`config.mk`:
```
export PLATFORM = sky130hd
export DESIGN_NAME = nmea_sentence_framer_checksum
export DESIGN_NICKNAME = d
export VERILOG_FILES = /design/src/design/nsf_pkg.sv /design/src/design/nmea_sentence_framer_checksum.sv /design/src/design/nsf_front.sv /design/src/design/nsf_queue.sv /design/src/design/nsf_back.sv
export SDC_FILE = /design/constraint.sdc
export NUM_CORES = 1
export LEC_CHECK = 0
export ABC_AREA = 1
export ABC_CLOCK_PERIOD_IN_PS = 2900
export BUFFER_PORTS_ARGS = -buffer_cell sky130_fd_sc_hd__buf_2
export CAP_MARGIN = 30
export CORE_UTILIZATION = 59
export CTS_CLUSTER_DIAMETER = 40
export DETAILED_ROUTE_END_ITERATION = 6
export GPL_TIMING_DRIVEN = 0
export PLACE_DENSITY = 0.89
export SYNTH_ARGS = -nofsm -noshare
export SYNTH_HDL_FRONTEND = slang
export SYNTH_SLANG_ARGS = --single-unit
```
`constraint.sdc`:
```
create_clock -name clk_i -period 2.9 [get_ports clk_i]
set_input_delay 0.145 -clock clk_i [delete_from_list [all_inputs] [get_ports clk_i]]
set_output_delay 0.145 -clock clk_i [all_outputs]
set_load 0.01 [all_outputs]
```
`src/design/nsf_pkg.sv`:
```
// Shared constants, the item type and the hex decode function of the NMEA sentence framer.
package nsf_pkg;

  localparam int unsigned MAX_LEN = 128;
  localparam int unsigned CNT_W   = $clog2(MAX_LEN + 1);
  localparam int unsigned POS_W   = 7;
  localparam int unsigned QDEPTH  = 2;

  localparam logic [7:0] CH_DOLLAR = 8'h24;
  localparam logic [7:0] CH_STAR   = 8'h2A;
  localparam logic [7:0] CH_LF     = 8'h0A;
  localparam logic [7:0] CH_CR     = 8'h0D;
  localparam logic [7:0] CH_DIG_LO = 8'h30;
  localparam logic [7:0] CH_DIG_HI = 8'h3A;
  localparam logic [7:0] CH_HEX_LO = 8'h41;
  localparam logic [7:0] CH_HEX_HI = 8'h47;
  localparam logic [7:0] HEX_OFS   = 8'd55;

  localparam logic OP_BYTE    = 1'b0;
  localparam logic OP_RELEASE = 1'b1;

  typedef struct packed {
    logic       op;
    logic [7:0] data;
    logic       is_dollar;
    logic       is_star;
    logic       is_cr;
    logic       is_lf;
    logic [3:0] hex;
  } item_t;

  function automatic logic [3:0] hex_value(input logic [7:0] c);
    logic [7:0] d;
    begin
      d = 8'd0;
      if (c >= CH_DIG_LO && c < CH_DIG_HI) begin
        d = c - CH_DIG_LO;
      end else if (c >= CH_HEX_LO && c < CH_HEX_HI) begin
        d = c - HEX_OFS;
      end
      return d[3:0];
    end
  endfunction

endpackage

```
`src/design/nmea_sentence_framer_checksum.sv`:
```
// Top level of the NMEA sentence framer with checksum check.
// Path: an item is registered in the front stage, queued, then registered as a result in the back.
// Throughput: one item per cycle while the receiver does not stall; a two-entry queue parts front and back.
// Items that cause no result still pass through front, queue and back.
// Reset: rst_ni is asynchronous, active low, and clears framing state and
// all valid flags at once; no clearing pass follows.
module nmea_sentence_framer_checksum (
  input  logic       clk_i,
  input  logic       rst_ni,
  input  logic       in_valid_i,
  output logic       in_ready_o,
  input  logic       op_i,
  input  logic [7:0] data_byte_i,
  output logic       out_valid_o,
  input  logic       out_ready_i,
  output logic [7:0] out_byte_o,
  output logic [6:0] position_o,
  output logic       end_of_sentence_o,
  output logic       checksum_ok_o,
  output logic [7:0] computed_sum_o,
  output logic [7:0] received_sum_o,
  output logic       overflow_o
);

  logic           f_valid, f_ready, b_valid, b_ready;
  nsf_pkg::item_t f_item, b_item;

  nsf_front u_front (
    .clk_i        (clk_i),
    .rst_ni       (rst_ni),
    .in_valid_i   (in_valid_i),
    .in_ready_o   (in_ready_o),
    .op_i         (op_i),
    .data_byte_i  (data_byte_i),
    .item_valid_o (f_valid),
    .item_ready_i (f_ready),
    .item_o       (f_item)
  );

  nsf_queue u_queue (
    .clk_i        (clk_i),
    .rst_ni       (rst_ni),
    .push_valid_i (f_valid),
    .push_ready_o (f_ready),
    .push_item_i  (f_item),
    .pop_valid_o  (b_valid),
    .pop_ready_i  (b_ready),
    .pop_item_o   (b_item)
  );

  nsf_back u_back (
    .clk_i             (clk_i),
    .rst_ni            (rst_ni),
    .item_valid_i      (b_valid),
    .item_ready_o      (b_ready),
    .item_i            (b_item),
    .out_valid_o       (out_valid_o),
    .out_ready_i       (out_ready_i),
    .out_byte_o        (out_byte_o),
    .position_o        (position_o),
    .end_of_sentence_o (end_of_sentence_o),
    .checksum_ok_o     (checksum_ok_o),
    .computed_sum_o    (computed_sum_o),
    .received_sum_o    (received_sum_o),
    .overflow_o        (overflow_o)
  );

endmodule

```
`src/design/nsf_front.sv`:
```
// Front stage: accept input items, classify the byte and register the result.
module nsf_front (
  input  logic          clk_i,
  input  logic          rst_ni,
  input  logic          in_valid_i,
  output logic          in_ready_o,
  input  logic          op_i,
  input  logic [7:0]    data_byte_i,
  output logic          item_valid_o,
  input  logic          item_ready_i,
  output nsf_pkg::item_t item_o
);

  logic           valid_q, valid_d;
  nsf_pkg::item_t item_q, item_d;
  logic           take;

  assign in_ready_o = !valid_q || item_ready_i;
  assign take       = in_valid_i && in_ready_o;

  always_comb begin
    item_d.op        = op_i;
    item_d.data      = data_byte_i;
    item_d.is_dollar = (data_byte_i == nsf_pkg::CH_DOLLAR);
    item_d.is_star   = (data_byte_i == nsf_pkg::CH_STAR);
    item_d.is_cr     = (data_byte_i == nsf_pkg::CH_CR);
    item_d.is_lf     = (data_byte_i == nsf_pkg::CH_LF);
    item_d.hex       = nsf_pkg::hex_value(data_byte_i);
    valid_d          = take || (valid_q && !item_ready_i);
  end

  always_ff @(posedge clk_i or negedge rst_ni) begin
    if (!rst_ni) begin
      valid_q <= 1'b0;
    end else begin
      valid_q <= valid_d;
    end
  end

  always_ff @(posedge clk_i) begin
    if (take) begin
      item_q <= item_d;
    end
  end

  assign item_valid_o = valid_q;
  assign item_o       = item_q;

endmodule

```
`src/design/nsf_queue.sv`:
```
// Two-entry queue of classified items between front and back.
module nsf_queue (
  input  logic           clk_i,
  input  logic           rst_ni,
  input  logic           push_valid_i,
  output logic           push_ready_o,
  input  nsf_pkg::item_t push_item_i,
  output logic           pop_valid_o,
  input  logic           pop_ready_i,
  output nsf_pkg::item_t pop_item_o
);

  localparam int unsigned PTR_W = $clog2(nsf_pkg::QDEPTH);
  localparam int unsigned CNT_QW = $clog2(nsf_pkg::QDEPTH + 1);

  nsf_pkg::item_t mem_q [nsf_pkg::QDEPTH];
  logic [PTR_W-1:0]  wr_q, wr_d, rd_q, rd_d;
  logic [CNT_QW-1:0] cnt_q, cnt_d;
  logic              push, pop;

  assign push_ready_o = (cnt_q != CNT_QW'(nsf_pkg::QDEPTH));
  assign pop_valid_o  = (cnt_q != '0);
  assign push         = push_valid_i && push_ready_o;
  assign pop          = pop_valid_o && pop_ready_i;
  assign pop_item_o   = mem_q[rd_q];

  always_comb begin
    wr_d  = push ? PTR_W'(wr_q + 1'b1) : wr_q;
    rd_d  = pop ? PTR_W'(rd_q + 1'b1) : rd_q;
    cnt_d = cnt_q;
    if (push && !pop) begin
      cnt_d = CNT_QW'(cnt_q + 1'b1);
    end else if (pop && !push) begin
      cnt_d = CNT_QW'(cnt_q - 1'b1);
    end
  end

  always_ff @(posedge clk_i or negedge rst_ni) begin
    if (!rst_ni) begin
      wr_q  <= '0;
      rd_q  <= '0;
      cnt_q <= '0;
    end else begin
      wr_q  <= wr_d;
      rd_q  <= rd_d;
      cnt_q <= cnt_d;
    end
  end

  always_ff @(posedge clk_i) begin
    if (push) begin
      mem_q[wr_q] <= push_item_i;
    end
  end

endmodule

```
`src/design/nsf_back.sv`:
```
// Back stage: sentence framing, checksum and registered result output.
module nsf_back (
  input  logic           clk_i,
  input  logic           rst_ni,
  input  logic           item_valid_i,
  output logic           item_ready_o,
  input  nsf_pkg::item_t item_i,
  output logic           out_valid_o,
  input  logic           out_ready_i,
  output logic [7:0]     out_byte_o,
  output logic [6:0]     position_o,
  output logic           end_of_sentence_o,
  output logic           checksum_ok_o,
  output logic [7:0]     computed_sum_o,
  output logic [7:0]     received_sum_o,
  output logic           overflow_o
);

  localparam int unsigned CW = nsf_pkg::CNT_W;

  logic          in_sent_q, in_sent_d;
  logic          held_q, held_d;
  logic          summing_q, summing_d;
  logic [7:0]    xor_q, xor_d;
  logic [CW-1:0] cnt_q, cnt_d;
  logic          r0_cr_q, r0_cr_d;
  logic [3:0]    h0_q, h0_d, h1_q, h1_d, h2_q, h2_d;
  logic          ovf_q, ovf_d;

  logic          ov_q, ov_d;
  logic [7:0]    ob_q, ob_d, cs_q, cs_d, rs_q, rs_d;
  logic [6:0]    pos_q, pos_d;
  logic          eos_q, eos_d, ok_q, ok_d, of_q, of_d;

  logic          take, emit, fin, sum_n;
  logic [7:0]    rx;
  logic [CW-1:0] pos;
  logic [CW+6:0] pos_ext;

  assign item_ready_o = !ov_q || out_ready_i;
  assign take         = item_valid_i && item_ready_o;

  always_comb begin
    in_sent_d = in_sent_q;
    held_d    = held_q;
    summing_d = summing_q;
    xor_d     = xor_q;
    cnt_d     = cnt_q;
    r0_cr_d   = r0_cr_q;
    h0_d      = h0_q;
    h1_d      = h1_q;
    h2_d      = h2_q;
    ovf_d     = ovf_q;
    emit      = 1'b0;
    fin       = 1'b0;
    sum_n     = summing_q;
    rx        = {h2_q, h1_q};
    pos       = '0;
    ob_d      = item_i.data;
    eos_d     = 1'b0;
    ok_d      = 1'b0;
    rs_d      = 8'd0;
    cs_d      = 8'd0;
    of_d      = 1'b0;
    if (take) begin
      if (item_i.op == nsf_pkg::OP_RELEASE) begin
        held_d = 1'b0;
      end else if (held_q) begin
        held_d = held_q;
      end else if (!in_sent_q) begin
        if (item_i.is_dollar) begin
          in_sent_d = 1'b1;
          summing_d = 1'b0;
          xor_d     = 8'd0;
          ovf_d     = 1'b0;
          r0_cr_d   = 1'b0;
          h0_d      = item_i.hex;
          h1_d      = 4'd0;
          h2_d      = 4'd0;
          cnt_d     = CW'(1);
          emit      = 1'b1;
        end
      end else if (!item_i.is_dollar) begin
        if (cnt_q == CW'(1)) begin
          sum_n = 1'b1;
        end
        if (item_i.is_star) begin
          sum_n = 1'b0;
        end
        fin = item_i.is_lf && r0_cr_q;
        if (fin) begin
          in_sent_d = 1'b0;
          held_d    = 1'b1;
          summing_d = 1'b0;
        end else begin
          summing_d = sum_n;
          if (sum_n) begin
            xor_d = xor_q ^ item_i.data;
          end
        end
        if (cnt_q < CW'(nsf_pkg::MAX_LEN)) begin
          pos   = cnt_q;
          cnt_d = CW'(cnt_q + 1'b1);
          emit  = 1'b1;
        end else begin
          ovf_d = 1'b1;
          pos   = CW'(nsf_pkg::MAX_LEN - 1);
          emit  = fin;
        end
        r0_cr_d = item_i.is_cr;
        h0_d    = item_i.hex;
        h1_d    = h0_q;
        h2_d    = h1_q;
        eos_d   = fin;
        ok_d    = fin && (rx == xor_q);
        rs_d    = fin ? rx : 8'd0;
        cs_d    = xor_d;
        of_d    = ovf_d;
      end
    end
    pos_ext = {7'd0, pos};
    pos_d   = pos_ext[6:0];
    ov_d    = take ? emit : (ov_q && !out_ready_i);
  end

  always_ff @(posedge clk_i or negedge rst_ni) begin
    if (!rst_ni) begin
      in_sent_q <= 1'b0;
      held_q    <= 1'b0;
      summing_q <= 1'b0;
      xor_q     <= 8'd0;
      cnt_q     <= '0;
      r0_cr_q   <= 1'b0;
      h0_q      <= 4'd0;
      h1_q      <= 4'd0;
      h2_q      <= 4'd0;
      ovf_q     <= 1'b0;
      ov_q      <= 1'b0;
    end else begin
      in_sent_q <= in_sent_d;
      held_q    <= held_d;
      summing_q <= summing_d;
      xor_q     <= xor_d;
      cnt_q     <= cnt_d;
      r0_cr_q   <= r0_cr_d;
      h0_q      <= h0_d;
      h1_q      <= h1_d;
      h2_q      <= h2_d;
      ovf_q     <= ovf_d;
      ov_q      <= ov_d;
    end
  end

  always_ff @(posedge clk_i) begin
    if (take && emit) begin
      ob_q  <= ob_d;
      pos_q <= pos_d;
      eos_q <= eos_d;
      ok_q  <= ok_d;
      cs_q  <= cs_d;
      rs_q  <= rs_d;
      of_q  <= of_d;
    end
  end

  assign out_valid_o       = ov_q;
  assign out_byte_o        = ob_q;
  assign position_o        = pos_q;
  assign end_of_sentence_o = eos_q;
  assign checksum_ok_o     = ok_q;
  assign computed_sum_o    = cs_q;
  assign received_sum_o    = rs_q;
  assign overflow_o        = of_q;

  a_held_not_framing: assert property (@(posedge clk_i) disable iff (!rst_ni)
    held_q |-> !in_sent_q)
    else $error("held complete while framing");

  a_count_started: assert property (@(posedge clk_i) disable iff (!rst_ni)
    in_sent_q |-> (cnt_q != '0))
    else $error("framing with zero byte count");

  a_overflow_full: assert property (@(posedge clk_i) disable iff (!rst_ni)
    (in_sent_q && ovf_q) |-> (cnt_q == CW'(nsf_pkg::MAX_LEN)))
    else $error("overflow before buffer full");

  a_ok_matches: assert property (@(posedge clk_i) disable iff (!rst_ni)
    (ov_q && ok_q) |-> (eos_q && (rs_q == cs_q)))
    else $error("checksum verdict inconsistent");

endmodule

```
# [Word-level counts from Yosys, hierarchy flattened]
# Memory sizes are Yosys's and may differ from the RTL's.
# Index checks and enable logic that the tools add are counted.
[totals] mem_bits_ro=0 output_inout_bits=36 memories=1 ram_bits=34 latchBits=0 input_bits=13 reg_bits=90
[classes] mux=56 addsub=7 n_mul=0 order_cmp=5 shift=0 reduce_logical=30 n_div=0 n_eq_ne=8 n_bitwise=6
[mem_list] name="u_queue.mem_q" words=2 width=17 rd=1 rd_ports_with_merged_regs=0 wr=1 line="nsf_queue.sv:16" text="nsf_pkg::item_t mem_q [nsf_pkg::QDEPTH];"
[ops] op="two-way mux 8 bit" n=9
[ops] op="two-way mux 4 bit" n=10
[ops] op="two-way mux 1 bit" n=34
[ops] op="== test 8 x 4 -> 1 bit (second input constant)" n=2
[ops] op="== test 8 x 6 -> 1 bit (second input constant)" n=2
[ops] op="logical AND 1 bit" n=12
[ops] op="adder 8 x 1 -> 8 bit (second input constant)" n=1
[ops] op="== test 8 x 1 -> 1 bit (second input constant)" n=1
[ops] op="== test 8 bit" n=1
[ops] op="greater-or-equal comparator 8 x 6 -> 1 bit (second input constant)" n=1
[ops] op="greater-or-equal comparator 8 x 7 -> 1 bit (second input constant)" n=1
[ops] op="< comparator 8 x 6 -> 1 bit (second input constant)" n=1
[ops] op="< comparator 8 x 7 -> 1 bit (second input constant)" n=1
[ops] op="< comparator 8 bit (second input constant)" n=1
[ops] op="nonzero test 2 bit" n=4
[ops] op="bitwise XOR 8 bit" n=1
[ops] op="two-way mux 7 bit" n=1
[ops] op="zero test 1 bit" n=6
[ops] op="AND reduction 6 bit" n=1
[ops] op="OR reduction 6 bit" n=1
[ops] op="inverter 1 bit" n=5
[ops] op="AND reduction 5 bit" n=1
[ops] op="OR reduction 5 bit" n=1
[ops] op="two-way mux 2 bit" n=2
[ops] op="other kinds (8)" n=12

# [Longest topological paths before layout]
[depth] depth_word=12 depth_mapped=12 depth_no_buf=11

# [Cells and area by module]
# From an unflattened synthesis, not the netlist that was laid out.
[hier_totals] hier_cells=509 hier_area_um2=5455.2
[by_module_without_submodules] module="nsf_back" area_per_inst_um2=3116.7 seq_area_each_um2=1871.8 n_inst=1 cells_per_inst=323
[by_module_without_submodules] module="nsf_queue" area_per_inst_um2=1520.2 seq_area_each_um2=1121.1 n_inst=1 cells_per_inst=117
[by_module_without_submodules] module="nsf_front" area_per_inst_um2=818.3 seq_area_each_um2=535.5 n_inst=1 cells_per_inst=69

# [Least setup slack after synthesis]
# OpenSTA, ideal clock, no wires.
[synth_path] path_kind="register to register" startpoint="register u_queue.rd_q" endpoint="register u_back.ok_q (netlist: u_back.checksum_ok_o) (enable)" path_buffers=1 required_time_ns=2.508 setup_time_ns=0.392 arrival_ns=1.776 synth_period_minus_slack_ns=2.168 slack_ns=0.732 stages_incl_launch_ff=9 path_cell_list="dfrtp_1 buf_4 nand2_1 nand2_2 nor2_4 nand2_2 inv_1 o211ai_1 nand2_1"
[synth_via] elab_chain_cells=9 word_cells_on_any_way=10
[synth_rtl] element="start: declaration" line="nsf_queue.sv:17" text="logic [PTR_W-1:0] wr_q, wr_d, rd_q, rd_d;"
[synth_rtl] element="start signal: assignment" line="nsf_queue.sv:45" text="rd_q <= rd_d;"
[synth_rtl] element="memory read (2 x 17 bit) *"
[synth_rtl] element="logical AND 1 bit" line="nsf_back.sv:90" text="fin = item_i.is_lf && r0_cr_q;"
[synth_rtl] element="two-way mux 1 bit" line="nsf_back.sv:101" text="if (cnt_q < CW'(nsf_pkg::MAX_LEN)) begin"
[synth_rtl] element="two-way mux 1 bit" line="nsf_back.sv:83" text="end else if (!item_i.is_dollar) begin"
[synth_rtl] element="two-way mux 1 bit" line="nsf_back.sv:70" text="end else if (!in_sent_q) begin"
[synth_rtl] element="two-way mux 1 bit" line="nsf_back.sv:68" text="end else if (held_q) begin"
[synth_rtl] element="two-way mux 1 bit *" line="nsf_back.sv:66" text="if (item_i.op == nsf_pkg::OP_RELEASE) begin"
[synth_rtl] element="two-way mux 1 bit *" line="nsf_back.sv:65" text="if (take) begin"
[synth_rtl] element="logical AND 1 bit *" line="nsf_back.sv:155" text="if (take && emit) begin"
[synth_rtl] element="end signal: assignment" line="nsf_back.sv:159" text="ok_q <= ok_d;"
[synth_rtl] element="end: declaration" line="nsf_back.sv:33" text="logic eos_q, eos_d, ok_q, ok_d, of_q, of_d;"
# Every way passes the cells marked *; elsewhere a longest branch is shown, timed or not.
# A chain may end at the register's enable or synchronous reset.

# [Final worst setup path]
[layout_path] startpoint="register u_back.in_sent_q" endpoint="register u_back.cs_q[6] (netlist: u_back.computed_sum_o[6]) (enable)"
[layout_via] elab_chain_cells=5
[layout_rtl] element="start: declaration" line="nsf_back.sv:21" text="logic in_sent_q, in_sent_d;"
[layout_rtl] element="start signal: assignment" line="nsf_back.sv:140" text="in_sent_q <= in_sent_d;"
[layout_rtl] element="two-way mux 1 bit" line="nsf_back.sv:70"
[layout_rtl] element="two-way mux 1 bit" line="nsf_back.sv:68"
[layout_rtl] element="two-way mux 1 bit" line="nsf_back.sv:66"
[layout_rtl] element="two-way mux 1 bit" line="nsf_back.sv:65"
[layout_rtl] element="logical AND 1 bit" line="nsf_back.sv:155"
[layout_rtl] element="end signal: assignment" line="nsf_back.sv:160" text="cs_q <= cs_d;"
[layout_rtl] element="end: declaration" line="nsf_back.sv:31" text="logic [7:0] ob_q, ob_d, cs_q, cs_d, rs_q, rs_d;"
# No other way between the ends.

==> impl_results.md <==
- Slew @ Worst Pin: 0.636 ns
- Clock transition at path regs: 0.06 ns
- Register area share after synthesis: between 60% and 70%
- Leakage: between 2 and 3 nW
- Worst-Skew Late Latency: between 0.5 and 0.6 ns
- DR pass1 iterations: 6
- GRT overflow: 0
- Syn Area/Cell: 11.3 um2
- Area of the die: 9250 um2
- Met2 usage: between 40 and 50%
- Root Buffer: clkbuf_8
- Placeable Area: between 8000 and 9000 um2
- Worst hold slack: between 0.3 and 0.4 ns
- RSZ-0062 raised after global routing: no
- Fin crit period: 2.16 ns
- Synth warn: 0
- Final cycle utilization of the critical path: approximately three quarters
- Combinational share of power: about a third
- Post-Route Setup TNS: 0 ns
- Synthesized Nets: between 400 and 500
- Area growth, synth to finish: 22.7%
- Crit path launch: u_back.in_sent_q
- Max Slew Vio Count: 0
- First-pass GRT wire length: about 18,000 um
- HP Start: op_i
- Final ANT Viol Nets: 0
- Sequential Power Share: 38.4%
- Max Root-Sink Buffers: 2
- Int Power: around 0.0049 W
- Drt drc: 0
- CTS tree: yes
- Fin. Hold Viols: 0
- Reg-to-reg startpoint: u_back.in_sent_q
- Fill count: ~490
- Num ports: 49
- Busiest grt layer: met2
- Initial DRC count: approximately 380
- Layout cells sized above 1: approximately a fifth
- Tot GR Track Use: roughly 28%
- Grt met3 use: 7.27%
- Sw Ratio: about 38%
- Syn Inst Count: between 400 and 500
- Die width: 96.2 um
- Post-route insts no fill: between 600 and 700
- CP Data Required Time: about 3.1 ns
- Chip Height: 96.2 um
- CTS buffer count: 17
- Top fanout value on the critical path: 27
- Post-place setup slack: ~0.82 ns
- Pwr/cell area: between 1000 and 1500 nW/um2
- Initial Util: between 60% and 70%
- H-tree levels: 4
- Vias in the first global route: 3,783
- Vias: between 3,000 and 4,000
- Netlist Area Pre-Place: 5240 um2
- Clock power frac: between 20% and 30%
- Max Cap Viol: 0
- Nets: 572
- Post-CTS Setup Bufs: 0
- HP Class: input port to flip-flop
- Worst slew margin: 57.6%
- Detail-routed via count per cell: about 5.8
- Largest net degree at the start of global routing: 40
- Clock skew: about 0.0096 ns
- #FFs+latches synth: around 120
- Crit path to: u_back.computed_sum_o[6]
- # port buffers: 48
- Clock sink count: roughly 120
- CP arrival: 2.38 ns
- Post-route setup slack: 0.738 ns
- Final wirelength: about 12,000 um
- Placed cells: slightly above 600
- R2R depth: 5
- Antenna violations before repair: 0
- Gpl congestion: around 0.86
- Worst R2R Setup Slack: between 0.7 and 0.8 ns
- Dpl hpwl: 7150 um
- Number of diodes: 0
- Switching power: 0.00296 W
- Status: finished, final reports clean
- Library cells used by synthesis: 36
- Final setup viols: 0
- Critical Path End Type: flip-flop
- IR drop worst, VDD: 0.000631 V
- Row count: 33
- Worst setup SP type: flip-flop
- WL/cell: ~18 um
- Worst Path Class, Setup: flip-flop to flip-flop
- Met1 Resource Use GR: between 30% and 40%
- Fmax achieved: 0.463 GHz
- Critical R2R Capture: u_back.computed_sum_o[6]
[cell usage after synthesis (all sizes together)]
master	instances	share of area [%]
nand2	121	9.1
edfxtp	85	49
inv	50	3.6
dfrtp	39	19
nor2	32	2.8
a21oi	24	2.6
nand3	21	2.0
o21ai	18	1.9
nand4	14	1.7
ha	10	2.4
buf	9	1.1
o22ai	7	0.84
xnor2	7	1.2
nor3	6	0.57
xor2	6	1.0
a31oi	5	0.60
mux2i	2	0.38
clkbuf	1	0.072
nand3b	1	0.14
nor3b	1	0.14
nor4	1	0.12
o211ai	1	0.14
or2	1	0.12
[per-stage QoR]
stage               area, um2  total power [W]  util (%)
floorplan                5240          0.00468         -
global placement         5610          0.00528      66.9
detailed placement       5650          0.00554      67.4
CTS                      6370          0.00777      76.0
global route             6420          0.00823      76.6
finish                   6420          0.00784      76.6
[layout by cell type, fill, tap and decap left out, drive strengths merged, types with 13 or more instances in the layout]
cell         count
dfrtp           39
nand2          121
edfxtp          85
nor2            32
inv             55
buf             64
nand4           14
o21ai           18
dlygate4sd3     13
a21oi           24
clkbuf          18
nand3           21
[critical path, cell delays in order (launching register included)]
cell and delay, ns:
dfrtp_1 0.57, inv_1 0.23, nor2_2 0.26, o211ai_1 0.15, nand2_1 0.40, buf_16 0.24
[what timing repair did]
item,4_1_cts,5_1_grt
endpoints found under the setup margin,0,0
hold endpoints to repair,51,1
resized for setup,0,0
hold buffers,12,1
[layer usage]
metal,vias to the layer above,routed length [um]
met5,-,0
met2,269,6080
met3,43,986
met4,0,365
met1,1801,4400
li1,1748,-
[power groups by stage]
stage	logic [W]	registers (W)	clock network (W)
floorplan	0.00159	0.00309	0
global placement	0.00230	0.00298	0
detailed placement	0.00252	0.00302	0
CTS	0.00262	0.00301	0.00215
global route	0.00294	0.00306	0.00222
finish	0.00270	0.00301	0.00213
[logic make-up (layout without fill, tap and decap cells)]
| group | Yosys count | in the layout | synth area share, % |
|---|---|---|---|
| AO/OA/AOI/OAI | 55 | 55 | 6.09 |
| XOR/XNOR | 13 | 13 | 2.17 |
| adder cells (fa/ha/maj) | 10 | 10 | 2.39 |
| buffers and inverters | 60 | 160 | 4.83 |
| flip-flops | 124 | 124 | 67.4 |
| multiplexers | 2 | 2 | 0.382 |
| AND/OR/NAND/NOR | 198 | 198 | 16.7 |
[area by class of cell]
| type | instances | area [um2] | area share (%) |
|---|---|---|---|
| clock inverter | 15 | 188 | 2.92 |
| buffer | 10 | 62.6 | 0.974 |
| multi-input combinational | 278 | 1450 | 22.6 |
| inverter | 50 | 190 | 2.96 |
| sequential | 124 | 3530 | 54.9 |
| clock buffer | 17 | 414 | 6.45 |
| timing repair buffer | 68 | 455 | 7.09 |
| tap | 105 | 131 | 2.05 |
[sequential cells by signal (all words and copies together), names as in the netlist, 2 cells and up]
| register | flops |
|---|---|
| u_queue.cnt_q | 2 |
| u_back.h0_q | 4 |
| u_back.xor_q | 8 |
| u_back.computed_sum_o | 8 |
| u_back.received_sum_o | 8 |
| u_back.cnt_q | 8 |
| u_back.position_o | 7 |
| u_back.h2_q | 4 |
| u_back.h1_q | 4 |
| u_queue.mem_q | 34 |
| u_back.out_byte_o | 8 |
| u_front.item_o | 17 |
[worst min-delay path by stage]
stage,endpoint,slack (ns),cells after the start
2_1_floorplan,u_back.cnt_q[0],-0.15,0
3_3_place_gp,u_queue.cnt_q[0],0.30,1
3_5_place_dp,u_queue.cnt_q[0],0.31,1
4_1_cts,u_queue.cnt_q[1],0.32,2
5_1_grt,u_front.item_o[16],0.32,2
6_report,u_front.item_o[16],0.35,2
Note: power is estimated with default switching activity, not from simulation.
